$ cat src/hdl/frt_pkg.sv
package frt_pkg;

  // fixed field widths
  localparam int OP_W     = 2;
  localparam int BYTES_W  = 20;
  localparam int FNUM_W   = 16;
  localparam int INDEX_W  = 11;
  localparam int OFFSET_W = 20;

  // received map is kept as rows of WORD_W flags
  localparam int WORD_W = 64;
  localparam int BIT_W  = 6;

  // frame count numerator: total_bytes plus (frame size - 1)
  localparam int NUM_W = 21;

  typedef enum logic [OP_W-1:0] {
    OP_INIT = 2'd0,
    OP_DATA = 2'd1,
    OP_DONE = 2'd2,
    OP_TICK = 2'd3
  } frt_op_e;

  typedef enum logic [1:0] {
    KIND_INIT  = 2'd0,
    KIND_STORE = 2'd1,
    KIND_DONE  = 2'd2,
    KIND_REQ   = 2'd3
  } frt_kind_e;

  typedef enum logic [3:0] {
    ST_IDLE,
    ST_DIV,
    ST_INIT_REPLY,
    ST_CHK,
    ST_SCAN_RD,
    ST_SCAN_EV,
    ST_DONE_ACK,
    ST_REQ
  } frt_state_e;

  typedef struct packed {
    frt_kind_e             kind;
    logic                  accepted;
    logic [INDEX_W-1:0]    frame_index;
    logic [OFFSET_W-1:0]   byte_offset;
    logic                  complete;
    logic                  last;
  } frt_res_t;

endpackage

$ cat src/hdl/frt_req_if.sv
interface frt_req_if;
  import frt_pkg::*;

  logic                     valid;
  logic                     ready;
  frt_op_e                  op;
  logic [BYTES_W-1:0]       total_bytes;
  logic [FNUM_W-1:0]        frame_number;

  modport source (output valid, op, total_bytes, frame_number, input ready);
  modport sink (input valid, op, total_bytes, frame_number, output ready);

endinterface

$ cat src/hdl/frt_res_if.sv
interface frt_res_if;
  import frt_pkg::*;

  logic                     valid;
  logic                     ready;
  frt_kind_e                kind;
  logic                     accepted;
  logic [INDEX_W-1:0]       frame_index;
  logic [OFFSET_W-1:0]      byte_offset;
  logic                     complete;
  logic                     last;

  modport source (output valid, kind, accepted, frame_index, byte_offset, complete, last,
                  input ready);
  modport sink (input valid, kind, accepted, frame_index, byte_offset, complete, last,
                output ready);

endinterface

$ cat src/hdl/frt_ram.sv
module frt_ram #(
  parameter int WIDTH = 64,
  parameter int DEPTH = 16,
  localparam int AW = (DEPTH > 1) ? $clog2(DEPTH) : 1
) (
  input  logic             clk_i,
  input  logic             we_i,
  input  logic [AW-1:0]    waddr_i,
  input  logic [WIDTH-1:0] wdata_i,
  input  logic             re_i,
  input  logic [AW-1:0]    raddr_i,
  output logic [WIDTH-1:0] rdata_o
);

  logic [WIDTH-1:0] mem_q [DEPTH];
  logic [WIDTH-1:0] rdata_q;

  always_ff @(posedge clk_i) begin
    if (we_i) begin
      mem_q[waddr_i] <= wdata_i;
    end
    if (re_i) begin
      rdata_q <= mem_q[raddr_i];
    end
  end

  assign rdata_o = rdata_q;

endmodule

$ cat src/hdl/frame_reassembly_tracker_unit.sv
// Receive-side frame tracker for a selective-repeat transfer. One request is taken at a time;
// ready is high only while the block is idle, and results leave through an output register
// that holds one result. Init gets the frame count from a reciprocal multiply on the shared
// multiplier that also forms byte offsets, then replies. A data request for a new frame reads
// the map row, then marks it and issues the store result, then rescans the received map with
// one shared 64-bit zero search, one row per cycle starting at the row of the earliest missing
// frame. A frame already received takes the same path without the store result. Stale or
// out-of-range frames, and data with no session open, are dropped without a result. Done
// replies, then requests the earliest missing frame when frames are still missing; a timeout
// tick issues that request, or is dropped before any data. A stalled output holds each step
// that issues a result until the output register is free.
// Completion clears the map at once through per-row valid flags; there is no clearing pass.
module frame_reassembly_tracker_unit
  import frt_pkg::*;
#(
  parameter int MAX_FRAMES  = 1024,
  parameter int FRAME_BYTES = 1022
) (
  input  logic      clk_i,
  input  logic      rst_ni,
  frt_req_if.sink   req_i,
  frt_res_if.source res_o
);

  localparam int ROWS = (MAX_FRAMES + WORD_W - 1) / WORD_W;
  localparam int AW   = (ROWS > 1) ? $clog2(ROWS) : 1;
  localparam int CW   = $clog2(MAX_FRAMES + 1);
  localparam int PW0  = ((AW + BIT_W) > CW) ? (AW + BIT_W) : CW;
  localparam int XW   = ((PW0 > FNUM_W) ? PW0 : FNUM_W) + 1;

  // floor(num * RCP >> DIV_SH) equals floor(num / FRAME_BYTES) for any NUM_W-bit num
  localparam int              FB_LOG = $clog2(FRAME_BYTES);
  localparam int              DIV_SH = NUM_W + FB_LOG;
  localparam int              RCP_W  = NUM_W + 1;
  localparam longint unsigned RCP    =
    ((64'd1 << DIV_SH) + 64'(FRAME_BYTES) - 64'd1) / 64'(FRAME_BYTES);
  localparam int              MW     = NUM_W + RCP_W;

  frt_state_e state_q, state_d;

  logic [CW-1:0]     fc_q, fc_d;
  logic [CW-1:0]     em_q, em_d;
  logic              open_q, open_d;
  logic              seen_q, seen_d;
  logic [NUM_W-1:0]  num_q, num_d;
  logic [FNUM_W-1:0] fnum_q, fnum_d;
  logic [AW-1:0]     row_q, row_d;
  logic [ROWS-1:0]   row_vld_q, row_vld_d;
  logic              rd_vld_q, rd_vld_d;
  logic              out_vld_q;
  frt_res_t          out_q;

  logic              ram_we, ram_re;
  logic [AW-1:0]     ram_waddr, ram_raddr;
  logic [WORD_W-1:0] ram_wdata, ram_rdata;

  logic              out_free;
  logic              emit;
  frt_res_t          emit_res;

  logic              fnum_ok;
  logic [WORD_W-1:0] eff_word;
  logic              frame_bit;
  logic [AW-1:0]     em_row;

  logic [WORD_W-1:0] zero_flags, zero_oh;
  logic              zero_any;
  logic [BIT_W-1:0]  zero_pos;
  logic [XW-1:0]     cand, next_base, fc_x;
  logic              scan_end;

  logic              init_ok;
  logic              all_in;

  logic [XW-1:0]     mul_idx;
  logic [NUM_W-1:0]  mul_a;
  logic [RCP_W-1:0]  mul_b;
  logic [MW-1:0]     mul_prod;

  frt_ram #(
    .WIDTH(WORD_W),
    .DEPTH(ROWS)
  ) u_map (
    .clk_i  (clk_i),
    .we_i   (ram_we),
    .waddr_i(ram_waddr),
    .wdata_i(ram_wdata),
    .re_i   (ram_re),
    .raddr_i(ram_raddr),
    .rdata_o(ram_rdata)
  );

  assign out_free = !out_vld_q || res_o.ready;
  assign req_i.ready = (state_q == ST_IDLE);

  assign fnum_ok = (XW'(req_i.frame_number) < XW'(fc_q)) &&
                   (XW'(req_i.frame_number) >= XW'(em_q));

  // a row never written since the last clear reads as all missing
  assign eff_word  = rd_vld_q ? ram_rdata : '0;
  assign frame_bit = eff_word[fnum_q[BIT_W-1:0]];
  assign em_row    = AW'(XW'(em_q) >> BIT_W);

  // first missing frame within the current row
  assign zero_flags = ~eff_word;
  assign zero_oh    = zero_flags & (~zero_flags + WORD_W'(1));
  assign zero_any   = |zero_flags;

  always_comb begin
    zero_pos = '0;
    for (int b = 0; b < BIT_W; b++) begin
      for (int i = 0; i < WORD_W; i++) begin
        if (((i >> b) & 1) == 1) begin
          zero_pos[b] = zero_pos[b] | zero_oh[i];
        end
      end
    end
  end

  assign fc_x      = XW'(fc_q);
  assign cand      = XW'({row_q, zero_pos});
  assign next_base = XW'({row_q, BIT_W'(0)}) + XW'(WORD_W);
  assign scan_end  = zero_any || (next_base >= fc_x);

  assign init_ok = (num_q <= NUM_W'(MAX_FRAMES));
  assign all_in  = (em_q >= fc_q);

  // shared multiplier: frame count during init, byte offsets otherwise
  assign mul_idx  = (state_q == ST_CHK) ? XW'(fnum_q) : XW'(em_q);
  assign mul_a    = (state_q == ST_DIV) ? num_q : NUM_W'(mul_idx);
  assign mul_b    = (state_q == ST_DIV) ? RCP_W'(RCP) : RCP_W'(FRAME_BYTES);
  assign mul_prod = MW'(mul_a) * MW'(mul_b);

  // next state
  always_comb begin
    state_d = state_q;
    case (state_q)
      ST_IDLE: begin
        if (req_i.valid) begin
          case (req_i.op)
            OP_INIT: state_d = ST_DIV;
            OP_DATA: state_d = (open_q && fnum_ok) ? ST_CHK : ST_IDLE;
            OP_DONE: state_d = ST_DONE_ACK;
            OP_TICK: state_d = seen_q ? ST_REQ : ST_IDLE;
            default: state_d = ST_IDLE;
          endcase
        end
      end
      ST_DIV: state_d = ST_INIT_REPLY;
      ST_INIT_REPLY: begin
        if (out_free) begin
          state_d = ST_IDLE;
        end
      end
      ST_CHK: begin
        if (frame_bit || out_free) begin
          state_d = ST_SCAN_RD;
        end
      end
      ST_SCAN_RD: state_d = ST_SCAN_EV;
      ST_SCAN_EV: begin
        if (scan_end) begin
          state_d = ST_IDLE;
        end
      end
      ST_DONE_ACK: begin
        if (out_free) begin
          state_d = all_in ? ST_IDLE : ST_REQ;
        end
      end
      ST_REQ: begin
        if (out_free) begin
          state_d = ST_IDLE;
        end
      end
      default: state_d = ST_IDLE;
    endcase
  end

  // datapath and outputs
  always_comb begin
    fc_d      = fc_q;
    em_d      = em_q;
    open_d    = open_q;
    seen_d    = seen_q;
    num_d     = num_q;
    fnum_d    = fnum_q;
    row_d     = row_q;
    row_vld_d = row_vld_q;
    ram_we    = 1'b0;
    ram_waddr = AW'(fnum_q >> BIT_W);
    ram_wdata = eff_word | (WORD_W'(1) << fnum_q[BIT_W-1:0]);
    ram_re    = 1'b0;
    ram_raddr = row_q;
    emit      = 1'b0;
    emit_res  = '0;

    case (state_q)
      ST_IDLE: begin
        if (req_i.valid) begin
          fnum_d = req_i.frame_number;
          num_d  = NUM_W'(req_i.total_bytes) + NUM_W'(FRAME_BYTES - 1);
          if (req_i.op == OP_DATA && open_q) begin
            seen_d = 1'b1;
            if (fnum_ok) begin
              ram_re    = 1'b1;
              ram_raddr = AW'(req_i.frame_number >> BIT_W);
            end
          end
        end
      end
      ST_DIV: begin
        num_d = NUM_W'(mul_prod >> DIV_SH);
      end
      ST_INIT_REPLY: begin
        if (out_free) begin
          emit              = 1'b1;
          emit_res.kind     = KIND_INIT;
          emit_res.accepted = init_ok;
          emit_res.last     = 1'b1;
          if (init_ok) begin
            fc_d   = CW'(num_q);
            em_d   = '0;
            open_d = 1'b1;
          end
        end
      end
      ST_CHK: begin
        row_d = em_row;
        if (!frame_bit && out_free) begin
          ram_we                 = 1'b1;
          row_vld_d[ram_waddr]   = 1'b1;
          emit                   = 1'b1;
          emit_res.kind          = KIND_STORE;
          emit_res.frame_index   = INDEX_W'(fnum_q);
          emit_res.byte_offset   = mul_prod[OFFSET_W-1:0];
          emit_res.last          = 1'b1;
        end
      end
      ST_SCAN_RD: begin
        ram_re = 1'b1;
      end
      ST_SCAN_EV: begin
        if (zero_any) begin
          em_d = (cand < fc_x) ? CW'(cand) : fc_q;
        end else if (next_base >= fc_x) begin
          em_d = fc_q;
        end else begin
          row_d     = row_q + AW'(1);
          ram_re    = 1'b1;
          ram_raddr = row_q + AW'(1);
        end
      end
      ST_DONE_ACK: begin
        if (out_free) begin
          emit              = 1'b1;
          emit_res.kind     = KIND_DONE;
          emit_res.complete = all_in;
          emit_res.last     = all_in;
          if (all_in) begin
            row_vld_d = '0;
            em_d      = '0;
            fc_d      = '0;
            open_d    = 1'b0;
            seen_d    = 1'b0;
          end
        end
      end
      ST_REQ: begin
        if (out_free) begin
          emit                 = 1'b1;
          emit_res.kind        = KIND_REQ;
          emit_res.frame_index = INDEX_W'(em_q);
          emit_res.byte_offset = mul_prod[OFFSET_W-1:0];
          emit_res.last        = 1'b1;
        end
      end
      default: ;
    endcase

    rd_vld_d = ram_re ? row_vld_q[ram_raddr] : rd_vld_q;
  end

  always_ff @(posedge clk_i or negedge rst_ni) begin
    if (!rst_ni) begin
      state_q   <= ST_IDLE;
      fc_q      <= '0;
      em_q      <= '0;
      open_q    <= 1'b0;
      seen_q    <= 1'b0;
      row_q     <= '0;
      row_vld_q <= '0;
      rd_vld_q  <= 1'b0;
      out_vld_q <= 1'b0;
    end else begin
      state_q   <= state_d;
      fc_q      <= fc_d;
      em_q      <= em_d;
      open_q    <= open_d;
      seen_q    <= seen_d;
      row_q     <= row_d;
      row_vld_q <= row_vld_d;
      rd_vld_q  <= rd_vld_d;
      if (emit) begin
        out_vld_q <= 1'b1;
      end else if (res_o.ready) begin
        out_vld_q <= 1'b0;
      end
    end
  end

  always_ff @(posedge clk_i) begin
    num_q  <= num_d;
    fnum_q <= fnum_d;
    if (emit) begin
      out_q <= emit_res;
    end
  end

  assign res_o.valid       = out_vld_q;
  assign res_o.kind        = out_q.kind;
  assign res_o.accepted    = out_q.accepted;
  assign res_o.frame_index = out_q.frame_index;
  assign res_o.byte_offset = out_q.byte_offset;
  assign res_o.complete    = out_q.complete;
  assign res_o.last        = out_q.last;

`ifndef NO_ASSERTIONS
  a_em_bounded: assert property (@(posedge clk_i) disable iff (!rst_ni)
    em_q <= fc_q)
    else $error("earliest missing frame past frame count");

  a_fc_bounded: assert property (@(posedge clk_i) disable iff (!rst_ni)
    fc_q <= CW'(MAX_FRAMES))
    else $error("frame count exceeds map size");

  a_seen_needs_open: assert property (@(posedge clk_i) disable iff (!rst_ni)
    !open_q |-> !seen_q)
    else $error("data seen flag set without open session");

  a_complete_clears: assert property (@(posedge clk_i) disable iff (!rst_ni)
    (emit && emit_res.kind == KIND_DONE && emit_res.complete)
      |=> (!open_q && em_q == '0 && fc_q == '0 && row_vld_q == '0))
    else $error("session state not cleared on completion");

  a_emit_when_free: assert property (@(posedge clk_i) disable iff (!rst_ni)
    emit |-> (!out_vld_q || res_o.ready))
    else $error("result written over a pending result");
`endif

endmodule
$ cat src/flat_wrapper.sv
// flat-port wrapper written by rule: the top's interface ports become plain ports
module frame_reassembly_tracker_unit_flat import frt_pkg::*;
#(
  parameter int MAX_FRAMES  = 1024,
  parameter int FRAME_BYTES = 1022
)
  (clk_i, rst_ni, req_i_valid, req_i_op, req_i_total_bytes, req_i_frame_number, req_i_ready, res_o_valid, res_o_kind, res_o_accepted, res_o_frame_index, res_o_byte_offset, res_o_complete, res_o_last, res_o_ready);
  frt_req_if req_i_i ();
  frt_res_if res_o_i ();
  input  logic clk_i;
  input  logic rst_ni;
  input wire logic [$bits(req_i_i.valid)-1:0] req_i_valid;
  input wire logic [$bits(req_i_i.op)-1:0] req_i_op;
  input wire logic [$bits(req_i_i.total_bytes)-1:0] req_i_total_bytes;
  input wire logic [$bits(req_i_i.frame_number)-1:0] req_i_frame_number;
  output wire logic [$bits(req_i_i.ready)-1:0] req_i_ready;
  output wire logic [$bits(res_o_i.valid)-1:0] res_o_valid;
  output wire logic [$bits(res_o_i.kind)-1:0] res_o_kind;
  output wire logic [$bits(res_o_i.accepted)-1:0] res_o_accepted;
  output wire logic [$bits(res_o_i.frame_index)-1:0] res_o_frame_index;
  output wire logic [$bits(res_o_i.byte_offset)-1:0] res_o_byte_offset;
  output wire logic [$bits(res_o_i.complete)-1:0] res_o_complete;
  output wire logic [$bits(res_o_i.last)-1:0] res_o_last;
  input wire logic [$bits(res_o_i.ready)-1:0] res_o_ready;
  assign req_i_i.valid = req_i_valid;
  assign req_i_i.op = req_i_op;
  assign req_i_i.total_bytes = req_i_total_bytes;
  assign req_i_i.frame_number = req_i_frame_number;
  assign req_i_ready = req_i_i.ready;
  assign res_o_valid = res_o_i.valid;
  assign res_o_kind = res_o_i.kind;
  assign res_o_accepted = res_o_i.accepted;
  assign res_o_frame_index = res_o_i.frame_index;
  assign res_o_byte_offset = res_o_i.byte_offset;
  assign res_o_complete = res_o_i.complete;
  assign res_o_last = res_o_i.last;
  assign res_o_i.ready = res_o_ready;
  frame_reassembly_tracker_unit #(.MAX_FRAMES(MAX_FRAMES), .FRAME_BYTES(FRAME_BYTES)) u_core (.clk_i(clk_i), .rst_ni(rst_ni), .req_i(req_i_i), .res_o(res_o_i));
endmodule
$ cat config.mk
export PLATFORM = sky130hd
export DESIGN_NAME = frame_reassembly_tracker_unit_flat
export DESIGN_NICKNAME = d
export VERILOG_FILES = /design/src/hdl/frt_pkg.sv /design/src/hdl/frt_req_if.sv /design/src/hdl/frt_res_if.sv /design/src/hdl/frt_ram.sv /design/src/hdl/frame_reassembly_tracker_unit.sv /design/src/flat_wrapper.sv
export SDC_FILE = /design/constraint.sdc
export NUM_CORES = 2
export LEC_CHECK = 0
export BUFFER_PORTS_ARGS = -buffer_cell sky130_fd_sc_hd__buf_2
export CAP_MARGIN = 20
export CORE_MARGIN = 4
export CORE_UTILIZATION = 60
export DETAILED_ROUTE_END_ITERATION = 6
export PLACE_DENSITY = 0.76
export SYNTH_ARGS = -nofsm -noshare
export SYNTH_HDL_FRONTEND = slang
export SYNTH_SLANG_ARGS = --single-unit
$ cat constraint.sdc
create_clock -name clk_i -period 14.4 [get_ports clk_i]
set_input_delay 3.6 -clock clk_i [delete_from_list [all_inputs] [get_ports clk_i]]
set_output_delay 3.6 -clock clk_i [all_outputs]
set_load 0.02 [all_outputs]
# After elaboration in Yosys (flattened, before gate mapping)
# Memories as Yosys holds them, arrays and structs flattened. A register that Yosys moved wholly into a read port is not among the register bits.
# Index checks and enable logic that the tools add are counted.
# classes
addsub	4
multipliers	1
n_lt_le_gt_ge	10
eq_ne	21
n_shift	1
n_mux	75
bitwise_logic	191
reduce_logical	31
# op_table
operator	n
1-bit OR	186
64-bit NOT	2
11-bit two-way mux	9
64-bit by 1-bit adder with 64-bit output (second input constant)	1
64-bit bitwise AND	1
16-bit two-way mux	4
64-bit two-way mux	1
64-bit OR	1
64-bit OR reduction	1
1-bit by 6-bit << shifter with 64-bit output (first input constant)	1
31-bit two-way mux	2
31-bit case mux with 2 select lines	1
21-bit by 22-bit multiplier with 43-bit output	1
21-bit two-way mux	2
21-bit case mux with 2 select lines	1
4-bit two-way mux	10
11-bit case mux with 3 select lines	1
16-bit case mux with 2 select lines	1
4-bit case mux with 7 select lines	1
1-bit two-way mux	23
22-bit two-way mux	1
11-bit case mux with 2 select lines	1
20-bit by 10-bit adder with 21-bit output (second input constant)	1
21-bit by 11-bit <= comparator with 1-bit output (second input constant)	1
other kinds (42)	80
# word_totals
register_bits	123
ram_bits	1024
input_bits	42
output_inout_bits	38
word_cells	352
memories	1
# mem_list
memory	words	width	rd	rd_ports_with_merged_regs	write_ports	line_no	source
u_core.u_map.mem_q	16	64	1	1	1	frt_ram.sv:15	logic [WIDTH-1:0] mem_q [DEPTH];

# Longest topological paths before layout
# depth
ltp_word	40
depth_mapped	32
mapped_depth_nobuf	30

# Modules after synthesis
# From an unflattened synthesis, not the netlist that was laid out.
# unflattened
cells_unflattened	3512
hier_area_um2	56844.5
# by_module_without_submodules
mod	n_inst	cells_each	area_per_inst_um2	seq_area_each_um2
frt_ram	1	1647	40223.6	32671.3
frame_reassembly_tracker_unit	1	1865	16620.9	3418.3

# Worst setup path before layout
# OpenSTA, ideal clock, no wires.
# synth_timing
path_type	input-to-reg
from	in req_i_frame_number[5]
to	reg u_core.rd_vld_q
setup_ps	334
arrival_time_ps	8737
required_ps	14066
setup_slack_ps	5329
stages	10
path_buffers	0
cell_sequence	ha_1 -> a21o_1 -> a221oi_1 -> o21ai_0 -> a2111oi_2 -> o21ai_0 -> a21oi_1 -> nand2_1 -> nor3_1 -> a311oi_2
# synth_between
word_cells_on_any_way	13
classes_between	order compare: 2; mux: 10; reduce/logical: 1
# synth_lines
item	line_no	source
start: declaration	flat_wrapper.sv:15	input wire logic [$bits(req_i_i.frame_number)-1:0] req_i_frame_number;
16-bit by 11-bit < comparator with 1-bit output / 16-bit by 11-bit >= comparator with 1-bit output (equally long branches)	frame_reassembly_tracker_unit.sv:96, frame_reassembly_tracker_unit.sv:97	
1-bit logical AND *	frame_reassembly_tracker_unit.sv:96	assign fnum_ok = (XW'(req_i.frame_number) < XW'(fc_q)) &&
1-bit two-way mux *	frame_reassembly_tracker_unit.sv:205	if (fnum_ok) begin
1-bit two-way mux *	frame_reassembly_tracker_unit.sv:203	if (req_i.op == OP_DATA && open_q) begin
1-bit two-way mux *	frame_reassembly_tracker_unit.sv:200	if (req_i.valid) begin
1-bit case mux with 3 select lines *	frame_reassembly_tracker_unit.sv:198	case (state_q)
named net u_core.ram_re	frame_reassembly_tracker_unit.sv:53	logic ram_we, ram_re;
end signal: assignment	frame_reassembly_tracker_unit.sv:303	rd_vld_q <= rd_vld_d;
end: declaration	frame_reassembly_tracker_unit.sv:49	logic rd_vld_q, rd_vld_d;
# Mark *: on every way through the listed nets, which the timed path passes. The rest lies on a longest branch. The select of a mux whose other input is x is not followed.
# A chain may end at the register's enable or synchronous reset.

# Worst setup path after layout
# layout_timing
from	reg u_core.state_q[0]
to	reg u_core.num_q[8] (data pin)
# layout_between
elab_chain_cells	5
word_cells_on_any_way	8
classes_between	mul: 1; eq/ne: 2; mux: 4; reduce/logical: 1
# layout_lines
item	line_no	source
start: declaration	frame_reassembly_tracker_unit.sv:39	frt_state_e state_q, state_d;
start signal: assignment	frame_reassembly_tracker_unit.sv:296	state_q <= state_d;
4-bit by 2-bit == test with 1-bit output	frame_reassembly_tracker_unit.sv:129	assign mul_idx = (state_q == ST_CHK) ? XW'(fnum_q) : XW'(em_q);
16-bit two-way mux	frame_reassembly_tracker_unit.sv:129	
21-bit two-way mux	frame_reassembly_tracker_unit.sv:130	assign mul_a = (state_q == ST_DIV) ? num_q : NUM_W'(mul_idx);
21-bit by 22-bit multiplier with 43-bit output	frame_reassembly_tracker_unit.sv:132	assign mul_prod = MW'(mul_a) * MW'(mul_b);
21-bit case mux with 2 select lines *	frame_reassembly_tracker_unit.sv:198	
named net u_core.num_d[8]	frame_reassembly_tracker_unit.sv:45	logic [NUM_W-1:0] num_q, num_d;
end signal: assignment	frame_reassembly_tracker_unit.sv:313	num_q <= num_d;
end: declaration	frame_reassembly_tracker_unit.sv:45	
# Mark *: on every way through the listed nets, which the timed path passes. The rest lies on a longest branch.

==> summary.md <==
| Metric | Value |
|---|---|
| Status | `complete, no violations` |
| Mapped cell area | `just under 60000 um2` |
| Worst-path fanout max | `12` |
| Tightest Pin Transition | `roughly 1.1 ns` |
| Setup crit start kind | `flop` |
| Residual DRC | `0` |
| Ant diodes | `0` |
| R2R Setup Slk | `between 5 and 6 ns` |
| PwrDens | `between 200 and 250 nW/um2` |
| GP Congestion | `slightly above 0.9` |
| PortBufs | `79` |
| Adder-Cell Fraction of Synth Area | `0.09348` |
| CP peak stage delay | `0.87 ns` |
| Slowest CP cell | `nor2_1` |
| Fin crit share | `0.6119` |
| Min-Delay Endpoint | `u_core.row_vld_q[5]` |
| Final min period | `around 8.8 ns` |
| WL per Instance | `25.14 um` |
| Post-CTS resize count | `0` |
| Largest family of logic cells by synthesized area | `simple AND/OR/NAND/NOR gates` |
| Skew-Pair Late Insertion Delay | `around 0.74 ns` |
| Post-synth EDFFs | `between 1000 and 1500` |
| Worst hold path class | `flop to flop` |
| Combinational share of power | `0.403` |
| DIE WIDTH | `321.8 um` |
| DR iter-0 viols | `between 5000 and 6000` |
| Syn Inst Count | `roughly 5000` |
| Core box area | `a little under 100000 um2` |
| Largest net degree at the start of global routing | `between 150 and 200` |
| Clock Tree Root | `clkbuf_16` |
| Buf/Inv on CP | `4` |
| Slew Limit Fails | `0` |
| Final Skew | `roughly 0.053 ns` |
| Top-area cell type share of the netlist area | `0.5901` |
| Io pins | `80` |
| Post-synthesis mux area share | `0.01317` |
| Area enclosed by the die boundary | `around 100000 um2` |
| Top cell by count, worst path | `fa_1` |
| Worst slew margin relative to its limit | `0.2653` |
| # Post-CTS Setup Buffers | `0` |
| Placed cell area | `around 60000 um2` |
| HPWL after DPL | `roughly 97000 um` |
| Xor and xnor area share after synthesis | `0.004595` |
| CTS clk-pin slew, worst paths | `~0.06 ns` |
| CTS tree | `yes` |
| VDD IR max | `around 0.00029 V` |
| Ys Warns | `0` |
| Hold Path Depth | `1` |
| Quantity of hold-fixing buffers added after cts | `0` |
| CP arrival | `9.33 ns` |
| Post-layout instance area | `~65000 um2` |
| Initial Utilization | `0.6083` |
| Max clock buf depth | `3` |
| Clk network pwr share | `0.224` |
| Vias | `slightly above 40000` |
| Register bit total from synthesis | `~1200` |
| RSZ-0062 raised after global routing | `false` |
| First-pass GRT wire length | `around 240000 um` |
| Nets@finish | `5463` |
| RR Startpoint | `u_core.state_q[0]` |
| Cell taking the most area after synthesis | `edfxtp_1` |
| Worst reg2reg path endpoint | `u_core.num_q[8]` |
| LEAKAGE | `about 25 nW` |
| Fin. Hold Viols | `0` |
| Sw Ratio | `0.3890` |
| DRT Pass-1 Iters | `6` |
| CP delay by family, top | `adder cells` |
| Clock sinks | `between 1000 and 1500` |
| Peak Freq | `between 100 and 150 MHz` |
| Drt total wl | `about 160000 um` |
| GR Overflow Total | `0` |
| Synth Flop Type | `edfxtp_1` |
| Internal power | `8.005 mW` |
| Vias/cell | `6.407` |
| GRT Total Usage | `0.3113` |
| Max_cap viols | `0` |
| Avg Cell Area, Syn | `~12 um2` |
| Vias in the first global route | `40090` |
| Rows | `around 110` |
| Crit path capture type | `flop` |
| Reg power frac | `0.373` |
| Cts bufs inserted | `around 120` |
| Area contributors post-synth | `edfxtp_1, nand2_1, fa_1` |
| Setup TNS | `0 ns` |
| Layout area overhead | `9.792%` |
| Height of the die | `between 300 and 400 um` |
| Complex-gate fraction of the synthesized area | `0.07526` |
| Async SR Flop Fraction | `0.04050` |
| R2r worst-path depth | `26` |
| Hold Crit Start | `u_core.row_vld_q[5]` |
| P_sw | `between 5 and 6 mW` |
| Final antenna-violating net count | `0` |
| Simple-gate share of the synthesized area | `0.1658` |
| Register area share after synthesis | `0.6108` |
| Yosys cell types | `84` |
| # setup viols final | `0` |
| WS Path Type | `flop to flop` |
| Initial antenna violation count | `1` |
| Worst EP required | `around 15 ns` |
| Layout cells sized above 1 | `0.08755` |
| H-tree lvl count | `3` |
## cell type report
| type | instances | area, um2 |
|---|---|---|
| clock buffers | 136 | 2978 |
| repair buffers | 205 | 1429 |
| multi-input cells | 3274 | 21120 |
| inverters | 260 | 975.9 |
| fillers | 6871 | 32270 |
| clock inverters | 78 | 675.6 |
| well taps | 1276 | 1597 |
| flip-flops and latches | 1210 | 36090 |
## logic make-up (layout without fill, tap and decap cells)
family                     after synthesis  in the layout
AOI/OAI and AO/OA                      642            642
adders and majority gates              355            355
DFF                                   1210           1210
other                                    2             27
buffers and inverters                  538            679
muxes                                   51             51
and+or+nand+nor                       2168           2168
xor gates and xnor gates                31             31
## metal layers
layer  routed length (um)  vias up  global-route usage
met5                   13        -                   0
met4                 8443        2              0.1425
met3                15470      493             0.05221
met2                77840     2350              0.5160
met1                60090    20170              0.4076
li1                     -    18240                   -
## power by group through the flow
stage | Sequential [mW] | Clock (mW) | Combinational [mW]
after floorplan | 4.81 | 0 | 3.66
after global placement | 4.94 | 0 | 5.11
after detailed placement | 4.94 | 0 | 5.19
after CTS | 4.87 | 2.95 | 5.24
after global routing | 4.89 | 3.11 | 5.87
final | 4.89 | 2.93 | 5.28
## registers in the layout, summed over array words and instances (netlist names), 16 cells and up
| register | flops |
|---|---|
| u_core.num_q | 21 |
| u_core.u_map.rdata_o | 64 |
| u_core.u_map.mem_q | 1024 |
| u_core.res_o.byte_offset | 20 |
| u_core.row_vld_q | 16 |
| u_core.fnum_q | 16 |
## worst max path at each step
stage / startpoint / endpoint / slack [ns] / cells after the start
after global placement: u_core.state_q[0] / u_core.num_q[8] / 5.54 / 23
after detailed placement: req_i_frame_number[5] / u_core.u_map.rdata_o[62] / 5.63 / 15
after floorplan: req_i_frame_number[5] / u_core.rd_vld_q / 5.33 / 10
after global routing: u_core.state_q[0] / u_core.num_q[8] / 4.96 / 26
after CTS: u_core.state_q[0] / u_core.num_q[6] / 5.64 / 25
final: u_core.state_q[0] / u_core.num_q[8] / 5.59 / 26
## worst reg2reg max path, delay by kind of cell, from the launching register on
kind | cells | cell delay [ns]
AO/OA/AOI/OAI | 8 | 2.13
AND/OR/NAND/NOR | 6 | 1.68
adder cells (fa/ha/maj) | 8 | 3.68
buffers and inverters | 4 | 0.56
flip-flops | 1 | 0.55
## layout by cell type, fill, tap and decap left out, types with 25 or more instances in the layout
cell / instances
a21oi_1: 50
ha_1: 211
nor4_1: 25
edfxtp_1: 1161
a211oi_1: 75
clkinv_2: 27
dfrtp_1: 48
clkinv_1: 28
and3_1: 147
o21ai_0: 124
clkbuf_16: 116
buf_4: 119
nand3_1: 440
inv_1: 260
a31oi_1: 142
a21o_1: 31
and2_1: 27
fa_1: 144
a311oi_1: 70
nor2_1: 104
mux2i_1: 26
nor3_1: 29
a22o_1: 33
nand2_1: 1222
conb_1: 27
buf_2: 79
## synthesized netlist by cell type, drive strengths merged, types with 8 or more instances
| cell type | count |
|---|---|
| o21a | 17 |
| edfxtp | 1161 |
| and4 | 10 |
| xnor2 | 13 |
| clkbuf | 174 |
| mux4 | 21 |
| or3 | 21 |
| nand4 | 22 |
| nand2 | 1223 |
| a21o | 32 |
| and2 | 27 |
| nor3 | 31 |
| nor2 | 121 |
| a31oi | 143 |
| or2 | 12 |
| ha | 211 |
| a22o | 33 |
| and3 | 147 |
| o2111ai | 9 |
| a211oi | 75 |
| a21oi | 52 |
| fa | 144 |
| inv | 260 |
| nor3b | 9 |
| nand2b | 22 |
| nor2b | 24 |
| o21ai | 128 |
| mux2i | 26 |
| nand3 | 444 |
| a311oi | 72 |
| or4 | 13 |
| nor4 | 31 |
| o2bb2ai | 9 |
| xor2 | 18 |
| o211ai | 8 |
| dfrtp | 49 |
| buf | 104 |
## per-stage QoR
step / hold WS (ns) / power (mW) / util / setup WS [ns] / std cells
final: 0.4793 / 13.10 / 0.6678 / 5.588 / 6439
after detailed placement: 0.4652 / 10.13 / 0.6299 / 5.630 / 6223
after global routing: 0.4971 / 13.87 / 0.6678 / 4.962 / 6439
after floorplan: 0.4419 / 8.476 / - / 5.329 / 5022
after CTS: 0.4780 / 13.06 / 0.6675 / 5.639 / 6437
after global placement: 0.4600 / 10.05 / 0.6298 / 5.545 / 6222
Note: power is estimated with default switching activity, not from simulation.
